### src/hw/rtl/biou_pkg.sv
// ----------------------------------------------------------------------------
// biou_pkg: shared types and constants for the box overlap ratio unit
// Request and result structs, derived widths and pipeline depth.
// ----------------------------------------------------------------------------
package biou_pkg;

  localparam int COORD_BITS = 12;
  localparam int FRAC_BITS  = 16;

  localparam int END_BITS   = COORD_BITS + 1;      // left + width
  localparam int AREA_BITS  = 2 * COORD_BITS;      // width * height
  localparam int UNI_BITS   = AREA_BITS + 1;       // sum of two areas
  localparam int REM_BITS   = UNI_BITS + 1;        // doubled remainder
  localparam int RATIO_BITS = FRAC_BITS + 1;
  localparam int DIV_STAGES = FRAC_BITS + 1;       // one quotient bit per stage

  // geometry, area products, union, divider stages, output register
  localparam int LATENCY    = 3 + DIV_STAGES + 1;

  localparam logic [RATIO_BITS-1:0] RATIO_ONE = RATIO_BITS'(1) << FRAC_BITS;

  typedef struct packed {
    logic [COORD_BITS-1:0] a_left;
    logic [COORD_BITS-1:0] a_top;
    logic [COORD_BITS-1:0] a_wide;
    logic [COORD_BITS-1:0] a_tall;
    logic [COORD_BITS-1:0] b_left;
    logic [COORD_BITS-1:0] b_top;
    logic [COORD_BITS-1:0] b_wide;
    logic [COORD_BITS-1:0] b_tall;
  } in_req_t;

  typedef struct packed {
    logic [RATIO_BITS-1:0] overlap_ratio;
    logic                  disjoint;
    logic                  empty_union;
  } out_res_t;

  // overlap extents and box sizes after the geometry stage
  typedef struct packed {
    logic [COORD_BITS-1:0] cols;
    logic [COORD_BITS-1:0] rows;
    logic [COORD_BITS-1:0] a_wide;
    logic [COORD_BITS-1:0] a_tall;
    logic [COORD_BITS-1:0] b_wide;
    logic [COORD_BITS-1:0] b_tall;
    logic                  disjoint;
  } geom_t;

  // dividend and divisor handed to the divider
  typedef struct packed {
    logic [AREA_BITS-1:0] inter;
    logic [UNI_BITS-1:0]  uni;
    logic                 disjoint;
    logic                 empty_union;
  } div_req_t;

endpackage

### src/hw/rtl/biou_geom.sv
// ----------------------------------------------------------------------------
// biou_geom: separation test and overlap extents
// Compute box edges, the separation flag and the overlap width and height.
// ----------------------------------------------------------------------------
module biou_geom import biou_pkg::*; (
  input  logic    clk,
  input  logic    rst_n,
  input  logic    in_valid,
  input  in_req_t in_req,
  output logic    geom_valid,
  output geom_t   geom
);

  logic [END_BITS-1:0] a_l, a_t, a_r, a_b;
  logic [END_BITS-1:0] b_l, b_t, b_r, b_b;
  logic [END_BITS-1:0] hi_x, lo_x, hi_y, lo_y, cols_w, rows_w;
  logic                sep;
  logic                valid_r;
  geom_t               geom_r, geom_nxt;

  always_comb begin
    a_l = {1'b0, in_req.a_left};
    a_t = {1'b0, in_req.a_top};
    b_l = {1'b0, in_req.b_left};
    b_t = {1'b0, in_req.b_top};
    a_r = a_l + {1'b0, in_req.a_wide};
    a_b = a_t + {1'b0, in_req.a_tall};
    b_r = b_l + {1'b0, in_req.b_wide};
    b_b = b_t + {1'b0, in_req.b_tall};

    sep = (a_l > b_r) || (a_t > b_b) || (a_r < b_l) || (a_b < b_t);

    hi_x = (a_r < b_r) ? a_r : b_r;
    lo_x = (a_l > b_l) ? a_l : b_l;
    hi_y = (a_b < b_b) ? a_b : b_b;
    lo_y = (a_t > b_t) ? a_t : b_t;
    // bounded by the smaller box size when not separated
    cols_w = hi_x - lo_x;
    rows_w = hi_y - lo_y;

    geom_nxt.cols     = cols_w[COORD_BITS-1:0];
    geom_nxt.rows     = rows_w[COORD_BITS-1:0];
    geom_nxt.a_wide   = in_req.a_wide;
    geom_nxt.a_tall   = in_req.a_tall;
    geom_nxt.b_wide   = in_req.b_wide;
    geom_nxt.b_tall   = in_req.b_tall;
    geom_nxt.disjoint = sep;
  end

  always_ff @(posedge clk) begin
    if (!rst_n) begin
      valid_r <= 1'b0;
    end else begin
      valid_r <= in_valid;
    end
    geom_r <= geom_nxt;
  end

  assign geom_valid = valid_r;
  assign geom       = geom_r;

endmodule

### src/hw/rtl/biou_area.sv
// ----------------------------------------------------------------------------
// biou_area: intersection, box areas and union
// Two stages: three registered products, then union and empty test.
// ----------------------------------------------------------------------------
module biou_area import biou_pkg::*; (
  input  logic     clk,
  input  logic     rst_n,
  input  logic     geom_valid,
  input  geom_t    geom,
  output logic     div_valid,
  output div_req_t div_req
);

  logic [AREA_BITS-1:0] inter_r, area_a_r, area_b_r;
  logic                 disjoint_r, prod_valid_r;
  logic [UNI_BITS-1:0]  uni;
  logic                 uni_valid_r;
  div_req_t             div_req_r, div_req_nxt;

  always_comb begin
    uni = {1'b0, area_a_r} + {1'b0, area_b_r} - {1'b0, inter_r};
    div_req_nxt.inter       = inter_r;
    div_req_nxt.uni         = uni;
    div_req_nxt.disjoint    = disjoint_r;
    div_req_nxt.empty_union = !disjoint_r && (uni == '0);
  end

  always_ff @(posedge clk) begin
    if (!rst_n) begin
      prod_valid_r <= 1'b0;
      uni_valid_r  <= 1'b0;
    end else begin
      prod_valid_r <= geom_valid;
      uni_valid_r  <= prod_valid_r;
    end
    inter_r    <= AREA_BITS'(geom.cols)   * AREA_BITS'(geom.rows);
    area_a_r   <= AREA_BITS'(geom.a_wide) * AREA_BITS'(geom.a_tall);
    area_b_r   <= AREA_BITS'(geom.b_wide) * AREA_BITS'(geom.b_tall);
    disjoint_r <= geom.disjoint;
    div_req_r  <= div_req_nxt;
  end

  assign div_valid = uni_valid_r;
  assign div_req   = div_req_r;

endmodule

### src/hw/rtl/biou_div.sv
// ----------------------------------------------------------------------------
// biou_div: pipelined restoring divider
// One quotient bit per stage; forces zero for separated or empty pairs.
// ----------------------------------------------------------------------------
module biou_div import biou_pkg::*; (
  input  logic     clk,
  input  logic     rst_n,
  input  logic     div_valid,
  input  div_req_t div_req,
  output logic     res_valid,
  output out_res_t res
);

  logic [REM_BITS-1:0]   rem_r   [DIV_STAGES];
  logic [RATIO_BITS-1:0] quo_r   [DIV_STAGES];
  logic [UNI_BITS-1:0]   uni_r   [DIV_STAGES];
  logic                  disj_r  [DIV_STAGES];
  logic                  empty_r [DIV_STAGES];
  logic                  valid_r [DIV_STAGES];

  // first stage: integer bit, set when intersection is not below union
  logic [REM_BITS-1:0]   rem0, div0;
  logic                  ge0;
  logic [RATIO_BITS-1:0] quo0;

  always_comb begin
    rem0 = REM_BITS'(div_req.inter);
    div0 = REM_BITS'(div_req.uni);
    ge0  = rem0 >= div0;
    quo0 = '0;
    quo0[FRAC_BITS] = ge0;
  end

  always_ff @(posedge clk) begin
    if (!rst_n) begin
      valid_r[0] <= 1'b0;
    end else begin
      valid_r[0] <= div_valid;
    end
    rem_r[0]   <= ge0 ? rem0 - div0 : rem0;
    quo_r[0]   <= quo0;
    uni_r[0]   <= div_req.uni;
    disj_r[0]  <= div_req.disjoint;
    empty_r[0] <= div_req.empty_union;
  end

  for (genvar k = 1; k < DIV_STAGES; k++) begin : g_stage
    logic [REM_BITS-1:0]   shifted, divisor;
    logic                  ge;
    logic [RATIO_BITS-1:0] quo_nxt;

    always_comb begin
      shifted = {rem_r[k-1][REM_BITS-2:0], 1'b0};
      divisor = REM_BITS'(uni_r[k-1]);
      ge      = shifted >= divisor;
      quo_nxt = quo_r[k-1];
      quo_nxt[FRAC_BITS-k] = ge;
    end

    always_ff @(posedge clk) begin
      if (!rst_n) begin
        valid_r[k] <= 1'b0;
      end else begin
        valid_r[k] <= valid_r[k-1];
      end
      rem_r[k]   <= ge ? shifted - divisor : shifted;
      quo_r[k]   <= quo_nxt;
      uni_r[k]   <= uni_r[k-1];
      disj_r[k]  <= disj_r[k-1];
      empty_r[k] <= empty_r[k-1];
    end
  end

  always_comb begin
    res.overlap_ratio = (disj_r[DIV_STAGES-1] || empty_r[DIV_STAGES-1]) ?
                        '0 : quo_r[DIV_STAGES-1];
    res.disjoint      = disj_r[DIV_STAGES-1];
    res.empty_union   = empty_r[DIV_STAGES-1];
  end

  assign res_valid = valid_r[DIV_STAGES-1];

endmodule

### src/hw/rtl/box_intersection_over_union_unit.sv
// ----------------------------------------------------------------------------
// box_intersection_over_union_unit: overlap ratio of two boxes
// Pipelined intersection over union in unsigned Q1.FRAC_BITS, one pair a cycle.
// ----------------------------------------------------------------------------
// Each request carries two axis-aligned boxes (origin and size). The unit
// takes a request in every cycle (busy stays low) and returns one result per
// request, in order, through one geometry stage, two area stages, one divider
// stage per quotient bit and one output register. The depth is set by the
// restoring divider, which resolves one quotient bit per stage. The result is
// shown for one cycle under out_valid and cannot be held off; capture it then
// or lose it. Separated boxes give a zero ratio with disjoint set; a zero
// union gives a zero ratio with empty_union set. The unit holds no state
// between requests.
// ----------------------------------------------------------------------------
module box_intersection_over_union_unit import biou_pkg::*; (
  input  logic     clk,
  input  logic     rst_n,
  input  logic     start,
  output logic     busy,
  input  in_req_t  in_req,
  output logic     out_valid,
  output out_res_t out_res
);

  logic     accept;
  logic     geom_valid, div_valid, res_valid;
  geom_t    geom;
  div_req_t div_req;
  out_res_t res;
  logic     out_valid_r;
  out_res_t out_res_r;

  // never stall: every stage advances each cycle
  assign busy   = 1'b0;
  assign accept = start && !busy;

  // edges, separation test, overlap extents
  biou_geom u_geom (
    .clk        (clk),
    .rst_n      (rst_n),
    .in_valid   (accept),
    .in_req     (in_req),
    .geom_valid (geom_valid),
    .geom       (geom)
  );

  // intersection and box areas, then union
  biou_area u_area (
    .clk        (clk),
    .rst_n      (rst_n),
    .geom_valid (geom_valid),
    .geom       (geom),
    .div_valid  (div_valid),
    .div_req    (div_req)
  );

  // (inter << FRAC_BITS) / union, one bit per stage
  biou_div u_div (
    .clk       (clk),
    .rst_n     (rst_n),
    .div_valid (div_valid),
    .div_req   (div_req),
    .res_valid (res_valid),
    .res       (res)
  );

  // register the result so the strobe and payload leave a flop
  always_ff @(posedge clk) begin
    if (!rst_n) begin
      out_valid_r <= 1'b0;
    end else begin
      out_valid_r <= res_valid;
    end
    out_res_r <= res;
  end

  assign out_valid = out_valid_r;
  assign out_res   = out_res_r;

endmodule

### config.mk
export PLATFORM = sky130hd
export DESIGN_NAME = box_intersection_over_union_unit
export DESIGN_NICKNAME = d
export VERILOG_FILES = /design/src/hw/rtl/biou_pkg.sv /design/src/hw/rtl/biou_geom.sv /design/src/hw/rtl/biou_area.sv /design/src/hw/rtl/biou_div.sv /design/src/hw/rtl/box_intersection_over_union_unit.sv
export SDC_FILE = /design/constraint.sdc
export NUM_CORES = 2
export LEC_CHECK = 0
export BUFFER_PORTS_ARGS = -buffer_cell sky130_fd_sc_hd__buf_2
export CAP_MARGIN = 20
export CORE_ASPECT_RATIO = 0.6
export CORE_MARGIN = 3
export CORE_UTILIZATION = 45
export CTS_CLUSTER_DIAMETER = 50
export DETAILED_ROUTE_END_ITERATION = 8
export SYNTH_ARGS = -nofsm -noshare
export SYNTH_HDL_FRONTEND = slang
export SYNTH_SLANG_ARGS = --single-unit
### constraint.sdc
create_clock -name clk -period 7.4 [get_ports clk]
set_input_delay 0.74 -clock clk [delete_from_list [all_inputs] [get_ports clk]]
set_output_delay 0.74 -clock clk [all_outputs]
set_load 0.01 [all_outputs]
* After elaboration in Yosys (flattened, before gate mapping)
Memory sizes are Yosys's and may differ from the RTL's. A register that Yosys moved wholly into a read port is not among the register bits.
Index checks and enable logic that the tools add are counted.
W data, S select, Z words.
** Word-level totals
- Register bits :: 202
- RAM bits :: 1207
- Bits of input ports :: 99
- Output and inout port bits :: 21
- Logic and storage cells :: 144
- Memories :: 6
** Memory list
- u_div.rem_r :: depth 17, bits a word 26, rd ports 16, clocked after memory_dff 0, wr ports 17, line biou_div.sv:14 : logic [REM_BITS-1:0] rem_r [DIV_STAGES];
- u_div.uni_r :: depth 17, bits a word 25, rd ports 16, clocked after memory_dff 0, wr ports 17, line biou_div.sv:16 : logic [UNI_BITS-1:0] uni_r [DIV_STAGES];
- u_div.quo_r :: depth 17, bits a word 17, rd ports 17, clocked after memory_dff 1, wr ports 17, line biou_div.sv:15 : logic [RATIO_BITS-1:0] quo_r [DIV_STAGES];
- u_div.disj_r :: depth 17, bits a word 1, rd ports 17, clocked after memory_dff 0, wr ports 17, line biou_div.sv:17 : logic disj_r [DIV_STAGES];
- u_div.empty_r :: depth 17, bits a word 1, rd ports 17, clocked after memory_dff 0, wr ports 17, line biou_div.sv:18 : logic empty_r [DIV_STAGES];
- u_div.valid_r :: depth 17, bits a word 1, rd ports 17, clocked after memory_dff 1, wr ports 17, line biou_div.sv:19 : logic valid_r [DIV_STAGES];
** Cells by class
- Add/sub/neg operators :: 25
- Multipliers :: 3
- $lt $le $gt $ge :: 25
- Muxes and demuxes :: 40
- Bitwise logic cells :: 17
- Reduce and logical (&&, ||, !) cells :: 8
** Operator list (number)
- $mux W26 :: 17
- $ge A26 B25 Y1 :: 16
- $sub A26 B25 Y26 :: 16
- $mul A12 B12 Y24 :: 3
- $add A12 B12 Y13 :: 4
- $mux W12 :: 4
- $gt A12 B13 Y1 :: 2
- $lt A13 B12 Y1 :: 2
- $lt A13 B13 Y1 :: 2
- $sub A24 B25 Y26 :: 1
- $add A24 B24 Y25 :: 1
- $ge A24 B25 Y1 :: 1
- $logic_not A25 Y1 :: 1
- $sub A25 B24 Y25 :: 1
- $gt A12 B12 Y1 :: 2
- $sub A12 B12 Y12 :: 2
- $mux W1 :: 19
- $or A1 B1 Y1 :: 17
- $logic_or A1 B1 Y1 :: 4
- $logic_not A1 Y1 :: 2
- $logic_and A1 B1 Y1 :: 1

* Longest topological paths before layout
- Word-level depth :: 5
- Mapped depth :: 35
- Mapped depth without buffers :: 34

* Hierarchy
Synthesis repeated with hierarchy kept, for this count alone.
** Second synthesis, totals
- Cell total of the unflattened synthesis :: 7727
- Area total of the unflattened synthesis :: 72191.7 um^2
** Modules (own cells, without submodules)
- biou_div :: instances 1, cells each 4779, area an instance 45950.3 um^2, seq. area each 20099.3 um^2
- biou_area :: instances 1, cells each 2065, area an instance 18412.7 um^2, seq. area each 2522.4 um^2
- biou_geom :: instances 1, cells each 860, area an instance 7410.9 um^2, seq. area each 1481.4 um^2
- box_intersection_over_union_unit :: instances 1, cells each 23, area an instance 417.9 um^2, seq. area each 400.4 um^2

* Worst setup path after synthesis
No wires, ideal clock.
- Path type :: input to register
- Start point :: input in_req[60] in the netlist's numbering
- End point :: register u_geom.geom_r (netlist bit u_geom.geom[71])
- Library setup time :: 0.072 ns
- Data arrival time :: 6.276 ns
- Required time :: 7.328 ns
- Path slack :: 1.052 ns
- Stages :: 35
- Buffers on the path :: 1
- Cell sequence :: ha_1 inv_1 fa_1 nor2b_1 o21ai_0 a21boi_1 o21ai_0 nor2b_1 xor2_1 inv_1 ha_1 a21oi_1 nor2b_1 o21ai_0 nand2b_1 a21oi_1 o21ai_0 maj3_1 maj3_1 a21oi_2 buf_4 mux2i_1 ha_1 inv_1 fa_1 a21o_1 a21oi_1 o21ai_0 a21oi_1 nor2b_1 o21a_1 o21ai_0 nand2b_1 a21oi_1 xnor2_1
** Between the ends
- Cells in the longest elaborated chain, start to end :: 4
** RTL lines
- from (decl) :: line box_intersection_over_union_unit.sv:20 : input in_req_t in_req,
- $add A12 B12 Y13 * :: line biou_geom.sv:26 : a_r = a_l + {1'b0, in_req.a_wide};
- $lt A13 B13 Y1 :: line biou_geom.sv:33 : hi_x = (a_r < b_r) ? a_r : b_r;
- $mux W12 * :: line biou_geom.sv:33
- $sub A12 B12 Y12 * :: line biou_geom.sv:38 : cols_w = hi_x - lo_x;
- named net u_geom.cols_w[10] :: line biou_geom.sv:16 : logic [END_BITS-1:0] hi_x, lo_x, hi_y, lo_y, cols_w, rows_w;
- to (signal assigned) :: line biou_geom.sv:56 : geom_r <= geom_nxt;
- to (decl) :: line biou_geom.sv:19 : geom_t geom_r, geom_nxt;
The timed path passes the listed nets; every way through them passes the cells marked *.
A chain may end at the register's enable or synchronous reset.

* Worst setup path after layout
- Start point :: input in_req[84] in the netlist's numbering
- End point :: register u_geom.geom_r (netlist bit u_geom.geom[71])
** Between the ends
- Cells in the longest elaborated chain, start to end :: 4
- Elaborated cells between the ends (all ways) :: 6
- Those cells by class :: add/sub: 2; order compare: 2; mux: 2
** RTL lines (line)
- $add A12 B12 Y13 :: biou_geom.sv:26
- $lt A13 B13 Y1 :: biou_geom.sv:33
- $mux W12 :: biou_geom.sv:33
- $sub A12 B12 Y12 * :: biou_geom.sv:38
- named net u_geom.cols_w[10] :: biou_geom.sv:16
Marked as above.

==> results by group <==
Run
  – Max cap viols: 0

Timing
  – Final setup viols: 0
  – Setup_tns: 0 ns
  – Setup Skew: 0.0461 ns
  – Fin. Hold Viols: 0
  – Final Cycle Share: 0.910
  – Setup ws final: 0.664 ns
  – Worst slew pin tran: 0.934 ns
  – Max transition margin: 0.374
  – RSZ-0062 raised after global routing: false
  – Peak Freq: 0.148 GHz
  – Slew Limit Fails: 0
  – Fin crit period: 6.74 ns

Global routing
  – Vias in the first global route: 49606
  – Largest net degree at the start of global routing: 47
  – Grt ovf: 0
  – GRT Util Overall: 0.215
  – First-pass GRT wire length: 278000 um
  – Initial antenna violation count: 9

Die
  – Die ar.: 0.162 mm^2
  – Initial Util: 0.454
  – Ports: 120
  – DIE WIDTH: 518 um
  – Cell Rows: 112
  – Die extent in y: 313 um
  – Core area: 0.156 mm^2

Yosys
  – Area contributors post-synth: dfxtp_1 35%, ha_1 14%, fa_1 9.8%, inv_1 6.1%, xnor2_1 3.5%
  – Number of synthesized flops with an enable pin: 0
  – Seq/Total Area, Yosys: 0.346
  – Top-count cell post-synth: dfxtp_1
  – Synthesized area per cell: 9.28 um^2
  – Synthesized cell area: 0.0709 mm^2
  – Commonest cells in the netlist: 1224 x dfxtp_1, 1148 x inv_1, 790 x ha_1
  – Top-area cell type share of the netlist area: 0.346
  – Seq cells post-synth: 1224
  – Ys async rst share: 0
  – YS warnings: 0
  – Mapped Nets: 8874
  – Primary FF master, synth: dfxtp_1
  – Mapped Cells: 7639
  – Synth area leader: dfxtp_1
  – Post-synthesis cell type count: 93

Clocking
  – Clk buf depth: 3
  – TritonCTS sink count: 1224
  – Clk Latency, worst-skew pair: 0.77 ns
  – Post-CTS setup repair buffer count: 0
  – PostCTS Resize Cnt: 0
  – CTS tree: built
  – H-tree levels: 3
  – Hold_buf cts: 0
  – Root Buffer: clkbuf_16
  – CTS Buf Count: 118
  – Clock-pin slew on the worst setup and hold paths: 0.06 ns

Placement
  – GPL Wtd Cong: 0.908
  – Number of port buffers: 118
  – Post-placement cell area: 0.0738 mm^2
  – DP HPWL: 144000 um
  – Worst slack at placement: 0.0358 ns

Hold path
  – Min-Delay Path Class: in -> reg

Setup path
  – Critical Path Slowest Stage Cell: fa_1
  – Critical path required time: 8.06 ns
  – R2R depth: 19
  – Crit path launch: in_req[84]
  – Most frequent CP cell: o21ai_0
  – Critical path capture point type: flip-flop
  – CP endpoint: u_geom.geom[71]$_DFF_P_
  – Crit path max fanout: 3
  – Critical Path Source Type: input pin
  – Critical Path AT: 7.39 ns
  – Worst r2r src: u_geom.geom[16]$_DFF_P_
  – Flop2flop setup slack: 1.28 ns
  – CP peak stage delay: 0.47 ns
  – Critical path class: in -> reg
  – FF-to-FF End: u_area.area_b_r[22]$_DFF_P_

Routing
  – Vias/cell: 5.15
  – Pre-antenna DRT Iters: 5
  – Final ANT Viol Nets: 0
  – DRC: 0
  – Drt initial violations: 3897
  – Wire length per cell: 17.7 um
  – Via count: 51429
  – Drt total wl: 176000 um

Cells and area
  – Fraction of layout instances using a drive strength above 1: 0.0768
  – Layout Nets: 9005
  – Design area: 0.0781 mm^2
  – Layout area overhead: 10.1%

Status
  – Status: completed
==> cell type report <==
| cell class | count | area [um^2] |
|---|---|---|
| Tap cell | 2109 | 2640 |
| Fill cell | 14522 | 77900 |
| Sequential cell | 1224 | 24500 |
| Timing Repair Buffer | 151 | 848 |
| Clock buffer | 158 | 3340 |
| Multi-Input combinational cell | 5126 | 41500 |
| Inverter | 1149 | 4310 |
| Clock inverter | 60 | 878 |
| Antenna cell | 3 | 7.51 |
==> flip-flops by register name, summed over array words and instances, names as in the netlist <==
register	count
u_div.rem_r	400
u_div.uni_r	400
u_div.quo_r	153
u_geom.geom	73
u_area.div_req	51
u_area.area_a_r	24
u_area.area_b_r	24
u_area.inter_r	24
out_res	19
u_div.disj_r	17
u_div.empty_r	17
u_div.valid_r	17
out_valid	1
u_area.disjoint_r	1
u_area.div_valid	1
u_area.prod_valid_r	1
u_geom.geom_valid	1
==> logic make-up after synthesis <==
logic type,Yosys count,synth area share
and+or+nand+nor,1871,0.129
AOI/OAI and AO/OA,1454,0.130
buffers and inverters,1289,0.0690
DFF,1224,0.346
adders and majority gates,1142,0.238
xor gates and xnor gates,427,0.0528
muxes,231,0.0359
other,1,0.0000529
==> metrics by stage <==
| stage | hold WS [ns] | utilization | instances |
|---|---|---|---|
| after floorplan | 0.310 | - | 7639 |
| after global placement | 0.310 | 0.473 | 9756 |
| after detailed placement | 0.312 | 0.473 | 9756 |
| after CTS | 0.0304 | 0.500 | 9974 |
| after global routing | 0.0377 | 0.500 | 9978 |
| final | 0.100 | 0.500 | 9980 |
==> routing by layer <==
| metal | share of wire | wire [um] | vias to the layer above | track usage |
|---|---|---|---|---|
| met2 | 0.37 | 65400 | 1359 | 0.285 |
| met4 | 0.017 | 2980 | 0 | 0.0426 |
| met5 | 0 | 0 | - | 0 |
| met3 | 0.080 | 14000 | 186 | 0.0540 |
| li1 | - | - | 25648 | - |
| met1 | 0.53 | 93900 | 24236 | 0.342 |
==> worst min path at each step <==
stage                                startpoint                          end  slack (ns)  depth (start not counted)
finish                               in_req[64]      u_geom.geom[41]$_DFF_P_        0.10                          1
global route                         in_req[64]      u_geom.geom[41]$_DFF_P_        0.04                          1
CTS                                  in_req[64]      u_geom.geom[41]$_DFF_P_        0.03                          1
detailed placement   u_div.quo_r[9][14]$_DFF_P_  u_div.quo_r[10][14]$_DFF_P_        0.31                          0
global placement    u_div.quo_r[14][15]$_DFF_P_  u_div.quo_r[15][15]$_DFF_P_        0.31                          0
floorplan                u_geom.geom[0]$_DFF_P_    u_area.disjoint_r$_DFF_P_        0.31                          0
==> placed cells by master, fill, tap and decap left out, types with 27 or more instances in the layout <==
master and instances:
dfxtp_1 1224, inv_1 1148, ha_1 790, nand2_1 554
a21oi_1 486, nor2_1 430, fa_1 346, xnor2_1 286
o21ai_0 283, and2_1 232, a21o_1 223, mux2_2 180
xor2_1 141, clkbuf_16 118, buf_2 118, nor2b_1 104
nor3_1 102, nand2b_1 93, nand3_1 87, o21a_1 77
nand4_1 61, or3_1 52, mux2i_1 49, a211oi_1 46
and3_1 44, o31ai_1 36, a31oi_1 36, a21boi_0 35
buf_4 30, o21bai_1 29, nor4_1 27
==> critical path, delay by kind of cell <==
| family | cells | cell delay (ns) |
|---|---|---|
| AOI/OAI and AO/OA | 15 | 2.67 |
| adders and majority gates | 7 | 2.33 |
| and+or+nand+nor | 6 | 0.60 |
| xor gates and xnor gates | 2 | 0.46 |
| buffers and inverters | 4 | 0.36 |
| muxes | 1 | 0.23 |
Power is left out: the tool's default activity adds up to more than one toggle a clock period on the data nets, which glitch-free logic cannot reach.
